`src/design/debounced_chord_keypad_entry_defines.svh`:
```
// ----------------------------------------------------------------------------
// Debounced chord keypad entry: assertion macros
// Shared macros for the concurrent checks of the keypad entry block.
// ----------------------------------------------------------------------------
`ifndef DEBOUNCED_CHORD_KEYPAD_ENTRY_DEFINES_SVH
`define DEBOUNCED_CHORD_KEYPAD_ENTRY_DEFINES_SVH

// Same-cycle implication, disabled while reset is asserted.
`define DCKE_ASSERT_NOW(label, ante, cons, msg) \
    label: assert property (@(posedge clk) disable iff (!rst_n) (ante) |-> (cons)) \
        else $error(msg);

// Next-cycle implication, disabled while reset is asserted.
`define DCKE_ASSERT_NEXT(label, ante, cons, msg) \
    label: assert property (@(posedge clk) disable iff (!rst_n) (ante) |=> (cons)) \
        else $error(msg);

`endif

```
`src/design/dcke_pkg.sv`:
```
// ----------------------------------------------------------------------------
// Debounced chord keypad entry: package
// Payload types, command codes and constants shared by the block's modules.
// ----------------------------------------------------------------------------
package dcke_pkg;

    localparam int unsigned ID_W        = 29;
    localparam int unsigned QUEUE_DEPTH = 2;

    localparam logic [2:0] PAT_NONE      = 3'h7;
    localparam logic [2:0] PAT_ONE       = 3'h6;
    localparam logic [2:0] PAT_TWO       = 3'h5;
    localparam logic [2:0] PAT_THREE     = 3'h3;
    localparam logic [2:0] PAT_TWO_THREE = 3'h1;

    localparam logic [7:0] LETTER_LOW  = 8'd65;
    localparam logic [7:0] LETTER_HIGH = 8'd90;
    localparam logic [7:0] BLANK       = 8'd95;

    localparam logic [ID_W-1:0] ID_MAX_STD = 29'h7FF;
    localparam logic [ID_W-1:0] ID_MAX_EXT = 29'h1FFFFFFF;
    localparam logic [ID_W-1:0] ID_RESET   = 29'd1;

    localparam logic [7:0] THRESHOLD_RESET = 8'd2;

    localparam logic [2:0] ACT_NONE = 3'd0;
    localparam logic [2:0] ACT_UP   = 3'd1;
    localparam logic [2:0] ACT_DOWN = 3'd2;
    localparam logic [2:0] ACT_NEXT = 3'd3;
    localparam logic [2:0] ACT_RX   = 3'd4;
    localparam logic [2:0] ACT_TX   = 3'd5;

    localparam logic [1:0] CFG_THRESHOLD = 2'd0;
    localparam logic [1:0] CFG_EXTENDED  = 2'd1;
    localparam logic [1:0] CFG_TX_START  = 2'd2;
    localparam logic [1:0] CFG_RX_START  = 2'd3;

    typedef struct packed {
        logic button_one;
        logic button_two;
        logic button_three;
        logic rx_busy;
    } in_t;

    typedef struct packed {
        logic [2:0]      action;
        logic [1:0]      position;
        logic [7:0]      shown_first;
        logic [7:0]      shown_second;
        logic [7:0]      shown_third;
        logic            send_frame;
        logic [7:0]      frame_byte_a;
        logic [7:0]      frame_byte_b;
        logic [7:0]      frame_byte_c;
        logic [ID_W-1:0] transmit_id;
        logic [ID_W-1:0] receive_id;
        logic            rx_rearm;
    } out_t;

    typedef struct packed {
        logic       valid;
        logic [2:0] action;
    } cmd_beat_t;

endpackage

```
`src/design/dcke_front.sv`:
```
// ----------------------------------------------------------------------------
// Debounced chord keypad entry: front end
// Debounces each poll, detects settled changes and classifies them into
// commands for the back end.
// ----------------------------------------------------------------------------
module dcke_front (
    input  logic                clk,
    input  logic                rst_n,
    input  logic                in_valid,
    input  logic                in_stall,
    input  dcke_pkg::in_t       in_data,
    input  logic [7:0]          threshold,
    output dcke_pkg::cmd_beat_t push
);
    import dcke_pkg::*;

    logic [2:0] prev_reg, prev_next;
    logic [2:0] settled_reg, settled_next;
    logic [2:0] prior_reg, prior_next;
    logic [7:0] count_reg, count_next;
    logic [2:0] cur;
    logic [7:0] count_inc;
    logic       accept;
    logic       settle;
    logic [2:0] action;

    assign accept    = in_valid && !in_stall;
    assign cur       = {~in_data.button_three, ~in_data.button_two, ~in_data.button_one};
    assign count_inc = count_reg + 8'd1;

    always_comb
    begin
        prev_next    = prev_reg;
        settled_next = settled_reg;
        prior_next   = prior_reg;
        count_next   = count_reg;
        settle       = 1'b0;
        action       = ACT_NONE;
        if (accept)
        begin
            prev_next = cur;
            if (settled_reg != cur && prev_reg == cur)
            begin
                count_next = count_inc;
                if (count_inc > threshold)
                begin
                    settled_next = cur;
                    count_next   = 8'd0;
                    settle       = 1'b1;
                end
            end
            else
            begin
                count_next = 8'd0;
            end
            if (settle)
            begin
                prior_next = cur;
                if (cur == PAT_ONE && prior_reg == PAT_NONE)
                begin
                    action = ACT_UP;
                end
                else if (cur == PAT_TWO && prior_reg == PAT_NONE)
                begin
                    action = ACT_DOWN;
                end
                else if (cur == PAT_THREE && prior_reg == PAT_NONE)
                begin
                    action = ACT_NEXT;
                end
                else if (cur == PAT_TWO_THREE && prior_reg == PAT_THREE)
                begin
                    action = in_data.rx_busy ? ACT_NONE : ACT_RX;
                end
                else if (cur == PAT_TWO_THREE && prior_reg == PAT_TWO)
                begin
                    action = ACT_TX;
                end
            end
        end
    end

    assign push.valid  = action != ACT_NONE;
    assign push.action = action;

    always_ff @(posedge clk or negedge rst_n)
    begin
        if (!rst_n)
        begin
            prev_reg    <= PAT_NONE;
            settled_reg <= PAT_NONE;
            prior_reg   <= PAT_NONE;
            count_reg   <= 8'd0;
        end
        else
        begin
            prev_reg    <= prev_next;
            settled_reg <= settled_next;
            prior_reg   <= prior_next;
            count_reg   <= count_next;
        end
    end

endmodule

```
`src/design/dcke_queue.sv`:
```
// ----------------------------------------------------------------------------
// Debounced chord keypad entry: command queue
// Short first-in first-out queue of commands between front and back end.
// ----------------------------------------------------------------------------
module dcke_queue #(
    parameter int unsigned DEPTH = dcke_pkg::QUEUE_DEPTH
) (
    input  logic                clk,
    input  logic                rst_n,
    input  dcke_pkg::cmd_beat_t push,
    input  logic                pop,
    output dcke_pkg::cmd_beat_t head,
    output logic                full
);
    import dcke_pkg::*;

    localparam int unsigned PTR_W = (DEPTH > 1) ? $clog2(DEPTH) : 1;
    localparam int unsigned CNT_W = $clog2(DEPTH + 1);

    logic [2:0]       entry_reg [DEPTH];
    logic [PTR_W-1:0] wr_ptr_reg, wr_ptr_next;
    logic [PTR_W-1:0] rd_ptr_reg, rd_ptr_next;
    logic [CNT_W-1:0] count_reg, count_next;
    logic             do_push;
    logic             do_pop;

    assign full       = count_reg == CNT_W'(DEPTH);
    assign head.valid = count_reg != '0;
    assign head.action = entry_reg[rd_ptr_reg];
    assign do_push    = push.valid && !full;
    assign do_pop     = pop && head.valid;

    always_comb
    begin
        wr_ptr_next = wr_ptr_reg;
        rd_ptr_next = rd_ptr_reg;
        count_next  = count_reg;
        if (do_push)
        begin
            wr_ptr_next = (wr_ptr_reg == PTR_W'(DEPTH - 1)) ? '0 : wr_ptr_reg + 1'b1;
        end
        if (do_pop)
        begin
            rd_ptr_next = (rd_ptr_reg == PTR_W'(DEPTH - 1)) ? '0 : rd_ptr_reg + 1'b1;
        end
        if (do_push && !do_pop)
        begin
            count_next = count_reg + 1'b1;
        end
        else if (do_pop && !do_push)
        begin
            count_next = count_reg - 1'b1;
        end
    end

    always_ff @(posedge clk)
    begin
        if (do_push)
        begin
            entry_reg[wr_ptr_reg] <= push.action;
        end
    end

    always_ff @(posedge clk or negedge rst_n)
    begin
        if (!rst_n)
        begin
            wr_ptr_reg <= '0;
            rd_ptr_reg <= '0;
            count_reg  <= '0;
        end
        else
        begin
            wr_ptr_reg <= wr_ptr_next;
            rd_ptr_reg <= rd_ptr_next;
            count_reg  <= count_next;
        end
    end

endmodule

```
`src/design/dcke_back.sv`:
```
// ----------------------------------------------------------------------------
// Debounced chord keypad entry: back end
// Carries out letter, position, frame and identifier commands and holds the
// result beat in an output register.
// ----------------------------------------------------------------------------
module dcke_back (
    input  logic                clk,
    input  logic                rst_n,
    input  dcke_pkg::cmd_beat_t head,
    output logic                pop,
    input  logic                extended,
    output logic                out_valid,
    input  logic                out_stall,
    output dcke_pkg::out_t      out_data
);
    import dcke_pkg::*;

    function automatic logic [7:0] letter_up(input logic [7:0] v);
        return (v >= LETTER_HIGH) ? LETTER_LOW : v + 8'd1;
    endfunction

    function automatic logic [7:0] letter_down(input logic [7:0] v);
        return (v <= LETTER_LOW) ? LETTER_HIGH : v - 8'd1;
    endfunction

    function automatic logic [ID_W-1:0] step_id(input logic [ID_W-1:0] id, input logic ext);
        logic [ID_W:0] v;
        logic [ID_W:0] limit;
        v     = {1'b0, id} + 1'b1;
        limit = {1'b0, ext ? ID_MAX_EXT : ID_MAX_STD};
        return (v > limit) ? ID_RESET : v[ID_W-1:0];
    endfunction

    logic [1:0]      pos_reg, pos_next;
    logic [7:0]      letters_reg [3];
    logic [7:0]      letters_next [3];
    logic [7:0]      frame_reg [3];
    logic [7:0]      frame_next [3];
    logic [ID_W-1:0] tx_reg, tx_next;
    logic [ID_W-1:0] rx_reg, rx_next;
    logic            out_valid_reg;
    out_t            out_data_reg;
    out_t            result;
    logic [1:0]      idx;
    logic            do_next;

    assign pop       = head.valid && (!out_valid_reg || !out_stall);
    assign out_valid = out_valid_reg;
    assign out_data  = out_data_reg;
    assign do_next   = head.action inside {ACT_NEXT, ACT_RX};

    always_comb
    begin
        case (pos_reg)
            2'd2:    idx = 2'd1;
            2'd3:    idx = 2'd2;
            default: idx = 2'd0;
        endcase
    end

    always_comb
    begin
        pos_next     = pos_reg;
        letters_next = letters_reg;
        frame_next   = frame_reg;
        tx_next      = tx_reg;
        rx_next      = rx_reg;
        case (head.action)
            ACT_UP:
            begin
                letters_next[idx] = letter_up(letters_reg[idx]);
            end
            ACT_DOWN:
            begin
                letters_next[idx] = letter_down(letters_reg[idx]);
            end
            ACT_RX:
            begin
                rx_next = step_id(rx_reg, extended);
            end
            ACT_TX:
            begin
                tx_next           = step_id(tx_reg, extended);
                letters_next[idx] = letter_down(letters_reg[idx]);
            end
            default:
            begin
            end
        endcase
        if (do_next)
        begin
            if (pos_reg == 2'd3)
            begin
                frame_next   = letters_reg;
                letters_next = '{LETTER_LOW, LETTER_LOW, LETTER_LOW};
                pos_next     = 2'd1;
            end
            else if (pos_reg == 2'd0)
            begin
                pos_next = 2'd2;
            end
            else
            begin
                pos_next = pos_reg + 2'd1;
            end
        end
    end

    always_comb
    begin
        result.action       = head.action;
        result.position     = pos_next;
        result.shown_first  = letters_next[0];
        result.shown_second = (pos_next >= 2'd2) ? letters_next[1] : BLANK;
        result.shown_third  = (pos_next == 2'd3) ? letters_next[2] : BLANK;
        result.send_frame   = do_next;
        result.frame_byte_a = frame_next[0];
        result.frame_byte_b = frame_next[1];
        result.frame_byte_c = frame_next[2];
        result.transmit_id  = tx_next;
        result.receive_id   = rx_next;
        result.rx_rearm     = head.action == ACT_RX;
    end

    always_ff @(posedge clk)
    begin
        if (pop)
        begin
            out_data_reg <= result;
        end
    end

    always_ff @(posedge clk or negedge rst_n)
    begin
        if (!rst_n)
        begin
            out_valid_reg <= 1'b0;
            pos_reg       <= 2'd1;
            letters_reg   <= '{LETTER_LOW, LETTER_LOW, LETTER_LOW};
            frame_reg     <= '{8'd0, 8'd0, 8'd0};
            tx_reg        <= ID_RESET;
            rx_reg        <= ID_RESET;
        end
        else
        begin
            if (pop)
            begin
                out_valid_reg <= 1'b1;
                pos_reg       <= pos_next;
                letters_reg   <= letters_next;
                frame_reg     <= frame_next;
                tx_reg        <= tx_next;
                rx_reg        <= rx_next;
            end
            else if (!out_stall)
            begin
                out_valid_reg <= 1'b0;
            end
        end
    end

endmodule

```
`src/design/debounced_chord_keypad_entry.sv`:
```
// ----------------------------------------------------------------------------
// Debounced chord keypad entry
// Debounces three-button polls, decodes presses and chords, and edits a
// three-letter message with transmit and receive identifiers.
// ----------------------------------------------------------------------------
//  channel   direction  beat      handshake
//  in        input      in_t      in_valid / in_stall
//  out       output     out_t     out_valid / out_stall
//  cfg       input      29 bits   cfg_write, cfg_index
//
// One poll is taken every cycle while the command queue has room.
// A command that a poll produces passes the command queue and then the back
// end's output register on its way to the output.
// Reset sets all but the queue entries and output data; identifiers start at 1.
// A stalled output fills the queue, and only then is the input stalled.
// ----------------------------------------------------------------------------
module debounced_chord_keypad_entry #(
    parameter int unsigned QUEUE_DEPTH = dcke_pkg::QUEUE_DEPTH
) (
    input  logic                      clk,
    input  logic                      rst_n,
    input  logic                      in_valid,
    output logic                      in_stall,
    input  dcke_pkg::in_t             in_data,
    output logic                      out_valid,
    input  logic                      out_stall,
    output dcke_pkg::out_t            out_data,
    input  logic                      cfg_write,
    input  logic [1:0]                cfg_index,
    input  logic [dcke_pkg::ID_W-1:0] cfg_data
);
    import dcke_pkg::*;

    `include "debounced_chord_keypad_entry_defines.svh"

    logic [7:0] threshold_reg;
    logic       extended_reg;
    cmd_beat_t  push;
    cmd_beat_t  head;
    logic       pop;
    logic       full;

    assign in_stall = full;

    // Writes to the start values fall into the default branch and are ignored,
    // so they never reach the identifier counters.
    always_ff @(posedge clk or negedge rst_n)
    begin
        if (!rst_n)
        begin
            threshold_reg <= THRESHOLD_RESET;
            extended_reg  <= 1'b0;
        end
        else if (cfg_write)
        begin
            case (cfg_index)
                CFG_THRESHOLD: threshold_reg <= cfg_data[7:0];
                CFG_EXTENDED:  extended_reg  <= cfg_data[0];
                default:
                begin
                end
            endcase
        end
    end

    dcke_front u_front (
        .clk       (clk),
        .rst_n     (rst_n),
        .in_valid  (in_valid),
        .in_stall  (in_stall),
        .in_data   (in_data),
        .threshold (threshold_reg),
        .push      (push)
    );

    dcke_queue #(
        .DEPTH (QUEUE_DEPTH)
    ) u_queue (
        .clk   (clk),
        .rst_n (rst_n),
        .push  (push),
        .pop   (pop),
        .head  (head),
        .full  (full)
    );

    dcke_back u_back (
        .clk       (clk),
        .rst_n     (rst_n),
        .head      (head),
        .pop       (pop),
        .extended  (extended_reg),
        .out_valid (out_valid),
        .out_stall (out_stall),
        .out_data  (out_data)
    );

    `DCKE_ASSERT_NOW(a_send_matches_action, out_valid,
        out_data.send_frame == (out_data.action == ACT_NEXT || out_data.action == ACT_RX),
        "send flag disagrees with action")
    `DCKE_ASSERT_NOW(a_rearm_only_rx, out_valid,
        out_data.rx_rearm == (out_data.action == ACT_RX),
        "rearm flag disagrees with action")
    `DCKE_ASSERT_NOW(a_position_range, out_valid,
        out_data.position != 2'd0 && out_data.action != ACT_NONE,
        "result beat with bad position or no action")
    `DCKE_ASSERT_NEXT(a_no_drop_on_stall, out_valid && out_stall,
        out_valid, "result beat dropped under stall")

endmodule
```
`config.mk`:
```
export PLATFORM = sky130hd
export DESIGN_NAME = debounced_chord_keypad_entry
export DESIGN_NICKNAME = d
export VERILOG_FILES = /design/src/design/dcke_pkg.sv /design/src/design/dcke_front.sv /design/src/design/dcke_queue.sv /design/src/design/dcke_back.sv /design/src/design/debounced_chord_keypad_entry.sv
export VERILOG_INCLUDE_DIRS = /design/src /design/src/design
export SDC_FILE = /design/constraint.sdc
export NUM_CORES = 1
export LEC_CHECK = 0
export ABC_AREA = 1
export BUFFER_PORTS_ARGS = -buffer_cell sky130_fd_sc_hd__buf_2
export CORE_MARGIN = 5
export CORE_UTILIZATION = 35
export CTS_BUF_LIST = sky130_fd_sc_hd__clkbuf_4 sky130_fd_sc_hd__clkbuf_8
export DETAILED_ROUTE_END_ITERATION = 7
export GPL_ROUTABILITY_DRIVEN = 0
export PLACE_DENSITY = 0.59
export SLEW_MARGIN = 25
export SYNTH_ARGS = -nofsm -noshare
export SYNTH_HDL_FRONTEND = slang
export SYNTH_SLANG_ARGS = --single-unit
```
`constraint.sdc`:
```
create_clock -name clk -period 11.78 [get_ports clk]
set_input_delay 0.589 -clock clk [delete_from_list [all_inputs] [get_ports clk]]
set_output_delay 0.589 -clock clk [all_outputs]
set_load 0.005 [all_outputs]
```
# == Word level (Yosys, flattened, before mapping) ==
# Memory sizes are Yosys's and may differ from the RTL's.
# Cells that the tools add are included.
# word_totals
reg_bits,252
ramBits,6
n_memories,1
# classes
n_addsub,10
magnitude_cmp,8
eq_ne,20
reduce_logical,30
bitwise,4
mux,44
# memory_table
memory,words,word_bits,read_ports,rd_ports_with_merged_regs,write_ports,line,text
u_queue.entry_reg,2,3,1,0,1,dcke_queue.sv:20,logic [2:0] entry_reg [DEPTH];
# op_table
cell,n
two-way mux 29 bit,5
two-way mux 24 bit,4
adder 29 x 1 -> 30 bit (second input constant),2
> comparator 30 x 29 -> 1 bit,2
two-way mux 8 bit,7
bitwise mux 24 bit,2
case mux 24 bit (2 select lines),1
two-way mux 3 bit,8
equality test 3 bit (second input constant),6
adder 8 x 1 -> 8 bit (second input constant),2
binary-select mux 8 bit (select 2 bit),1
demux 8 bit (select 2 bit),1
logical AND 1 bit,13
equality test 3 x 2 -> 1 bit (second input constant),4
two-way mux 2 bit,5
two-way mux 1 bit,9
equality test 2 bit (second input constant),4
>= comparator 8 x 7 -> 1 bit (second input constant),1
> comparator 8 bit,1
less-or-equal comparator 8 x 7 -> 1 bit (second input constant),1
subtractor 8 x 1 -> 8 bit (second input constant),1
equality test 3 x 1 -> 1 bit (second input constant),2
AND reduction 2 bit,3
nonzero test 2 bit,3
19 further kinds,28

# == Depth between registers and ports, before layout ==
# depth
ltp_word,16
depth_mapped,28

# == Cells and area by module ==
# A second synthesis with hierarchy kept.
# hier_totals
hier_cells,1974
area_unflattened_um2,15436.1
# modules_own_cells
module,n_inst,area_each_um2,cells_each
dcke_back,1,13341.5,1719
dcke_front,1,1258.7,167
dcke_queue,1,456.7,47
debounced_chord_keypad_entry,1,379.1,41

# == Worst setup path before layout ==
# Ideal clock, no wire load.
# synth_path
path_kind,input port to flip-flop
startpoint,input out_stall
endpoint,register u_back.out_data_reg (netlist bit u_back.out_data[0]) (enable)
path_stages,5
arrival_ps,4437
setup_slack_ps,6822
n_path_buf,2
setup_time_ps,521
required_time_ps,11259
path_cell_list,nand2_1 > o21ai_1 > inv_1 > clkbuf_1 > clkbuf_1
# synth_between
elab_chain_len,3
# synth_rtl
element,line,text
from (decl),debounced_chord_keypad_entry.sv:26,"input logic out_stall,"
zero test 1 bit,dcke_back.sv:47,assign pop = head.valid && (!out_valid_reg || !out_stall);
logical OR 1 bit,dcke_back.sv:47,
logical AND 1 bit,dcke_back.sv:47,
net pop,debounced_chord_keypad_entry.sv:40,logic pop;
to (signal assigned),dcke_back.sv:129,out_data_reg <= result;
to (decl),dcke_back.sv:42,out_t out_data_reg;
# The timed path passes the listed nets, and every way through them passes these cells.
# A chain may end at the register's enable or synchronous reset.

==> impl_metrics.yaml <==
outcome:
  outcome: "completed"
min_path:
  worstHoldPathType: "primary input to async pin"
power_and_ir_drop:
  share_clk_of_total_power_pct: 23.3
  switching_share_pct: 41.4
  irDropWorstVdd_mv: 0.409
  power_mw: 3.95
  power_density_nw_per_um2: 235
  power_frac_comb_pct: 39.7
  net-switching-power_mw: 1.64
  p_int_mw: 2.32
  pwr-share-seq_pct: 37.0
  p_leak_nw: 8.33
final_layout:
  largest_register_ffs: 113
  layout_commonest_cell: "sky130_fd_sc_hd__nand2_1"
  layout_common_cells: "sky130_fd_sc_hd__nand2_1 (689), sky130_fd_sc_hd__nor2_1 (185), sky130_fd_sc_hd__inv_1 (166)"
  fin_util_pct: 40.8
  diodes_inserted: 0
  layout.cell_area.non_filler_um2: 16800
  synthToLayoutAreaGrowth_pct: 14.9
  final_cells: 2557
  nets: 2082
  layout-drive-gt1-share_pct: 15.1
clock_tree:
  numClockSinks: 255
  clk_latency_ps: 590
  cts.repair_timing.setup_buffer_count: 0
  cts_tree: "done"
  h-tree-depth: 2
  root_buffer: "sky130_fd_sc_hd__clkbuf_8"
  ctsResizeCount: 0
  cts.reportedPaths.clkPinSlew_ps: 60
  cts_hold_buffers: 0
  cts_inserted_buffers: 46
  cts_buffer_depth: 3
setup_path:
  arrival_ps: 4620
  rrSetupSlack_ps: 7420
  cp-end-kind: "flop"
  path_delay_family: "simple AND/OR/NAND/NOR gates"
  timing.critical_path.mode_cell: "sky130_fd_sc_hd__nand2_1"
  timing.critical_path.fanout_max: 30
  criticalPathCategory: "flop to flop"
  worst_path_largest_cell_delay_ps: 530
  timing.critical_path.required_ps: 12040
  reg2reg_from: "u_back.tx_reg[0]"
  critical_path.cell_chain: "ha_1 > nand3_1 > nor3_2 > nand2_1 > inv_1 > nand3_1 > nor2_1 > nand2_1 > inv_1 > or2_2 > inv_1 > ha_1 > nand2_1 > nor2_1 > nand2_1 > nor4_1 > nand2_1 > nor2_1 > nand3_1 > nand2_2 > a21boi_0"
  critical_path.reg2reg.endpoint: "u_back.out_data[30]"
  crit_path_start_kind: "flop"
  path_buf_inv: 3
  cpMaxStageDelayCell: "sky130_fd_sc_hd__dfstp_2"
  reg2regPathDepth: 21
sta:
  clock.fmax_mhz: 229
  rsz0062_at_grt: "false"
  final.hold.worst_slack_ps: 40.6
  fin_crit_sh_pct: 37.0
  relSlewSlack_pct: 45.1
  fin_crit_ps: 4360
  finClkSkew_ps: 22.0
  setup_total_negative_slack_ps: 0
  finalSetupViolCount: 0
  slew_violations: 0
  setup_slack_ps: 7420
  tightestPinTransition_ps: 821
  final-hold-violation-count: 0
synth:
  async_flop_share_pct: 53.3
  synth_area_um2: 14600
  post_synth_fa_ha_maj_area_fraction_pct: 4.62
  postSynthRegisterBits: 255
  post_synth_edffs: 119
  yosys_warnings: 0
  synth_nets: 1955
  yosysTopAreaCellShare_pct: 24.5
  yosys.area_share.xor_xnor_pct: 3.72
  avgSynthCellArea_um2: 7.85
  synthDistinctLibCells: 50
  seq_area_frac_synth_pct: 47.9
  syn-instance-count: 1861
  synth_top_cells_by_area: "sky130_fd_sc_hd__edfxtp_1 (24%), sky130_fd_sc_hd__dfrtp_1 (21%), sky130_fd_sc_hd__nand2_1 (18%)"
  largest_family_of_logic_cells_by_synthesized_area: "simple AND/OR/NAND/NOR gates"
  synth_simple_gate_area_share_pct: 31.2
  synth_top_flop_cell: "sky130_fd_sc_hd__dfrtp_1"
  synth-compound-area-share_pct: 5.68
  yosys.area.top_type: "sky130_fd_sc_hd__edfxtp_1"
  synthMuxAreaShare_pct: 0
grt:
  grt_max_degree: 173
  via_count_of_the_first_global_routing_pass: 12000
  globalRoute.totalOverflow: 0
  grt_antenna_before_repair: 0
  first_pass_grt_wire_length_um: 62700
  global_route.usage.total_pct: 16.4
route:
  route.detailed.vias_per_inst: 4.87
  drt_pre_antenna_iters: 7
  topRoutingLayerUsed: "met4"
  met3WireLength_um: 2410
  detailroute.wirelength.met2_um: 16900
  finalWirelength_um: 38200
  drt.antenna.violating_nets: 0
  num_vias: 12400
  routedLengthMet1_um: 18100
  drt-wirelength-per-cell_um: 14.9
  drc: 0
  drt-initial-drc-count: 740
floorplanning:
  die_area_um2: 45900
  die_width_um: 214
  pin_count: 155
  rows: 74
  core_area_um2: 41100
  die_height_um: 214
  initial_utilization_pct: 35.5
placement:
  detailed_place_hpwl_um: 26200
  placed_cells_incl_taps: 2472
  post-place-ws_ps: 6970
  io_buffer_count: 133
  detailed_place.area_um2: 15800
job:
  maxCapViolCount: 0
==> per-layer routing <==
metal / GRT usage (%) / up-vias
met5: 0 / -
met2: 25.3 / 318
met3: 3.81 / 53
li1: - / 6249
met4: 5.02 / 0
met1: 23.1 / 5824
==> power by group through the flow <==
stage	Clock, mW	Sequential, mW	Combinational [mW]
6_report	0.919	1.46	1.57
5_1_grt	0.995	1.49	1.77
4_1_cts	0.954	1.46	1.58
3_5_place_dp	0	1.47	1.57
3_3_place_gp	0	1.47	1.56
2_1_floorplan	0	1.48	1.01
==> synth_stat cells, types with 14 or more instances <==
library cell                 n
sky130_fd_sc_hd__a21oi_1    45
sky130_fd_sc_hd__clkbuf_1   37
sky130_fd_sc_hd__dfrtp_1   120
sky130_fd_sc_hd__dfstp_2    16
sky130_fd_sc_hd__edfxtp_1  119
sky130_fd_sc_hd__ha_1       54
sky130_fd_sc_hd__inv_1     167
sky130_fd_sc_hd__inv_2      23
sky130_fd_sc_hd__nand2_1   690
sky130_fd_sc_hd__nand3_1   108
sky130_fd_sc_hd__nand4_1    33
sky130_fd_sc_hd__nor2_1    185
sky130_fd_sc_hd__nor3_1     14
sky130_fd_sc_hd__o21ai_0    58
sky130_fd_sc_hd__xor2_1     53
==> logic make-up (layout without fill, tap and decap cells) <==
| family | Yosys count | in the layout |
|---|---|---|
| AND/OR/NAND/NOR | 1089 | 1089 |
| flip-flops | 255 | 255 |
| buffers and inverters | 254 | 418 |
| AO/OA/AOI/OAI | 147 | 147 |
| XOR/XNOR | 62 | 62 |
| adder cells (fa/ha/maj) | 54 | 54 |
==> how the worst max path moves through the flow <==
stage / start / to / cells after the start
3_3_place_gp: u_back.tx_reg[0] / u_back.out_data[30] / 21
5_1_grt: u_back.tx_reg[0] / u_back.out_data[30] / 19
6_report: u_back.tx_reg[0] / u_back.out_data[30] / 21
3_5_place_dp: u_back.tx_reg[0] / u_back.out_data[30] / 21
2_1_floorplan: out_stall / u_back.out_data[0] / 5
4_1_cts: u_back.tx_reg[0] / u_back.out_data[30] / 21
==> worst register-to-register path, delay by kind of cell (launching register included) <==
kind                     cells  cell delay [ps]
adder cells (fa/ha/maj)      2              440
buffers and inverters        3              200
AND/OR/NAND/NOR             15             2570
flip-flops                   1              530
AO/OA/AOI/OAI                1              310
==> area by class of cell <==
class,instances,area (um2)
inverters,191,732
multi-input cells,1352,6630
clock buffers,65,813
well taps,532,666
flip-flops and latches,255,7000
fillers,4193,24300
repair buffers,142,743
clock inverters,20,208
Note: power is estimated with default switching activity, not from simulation.
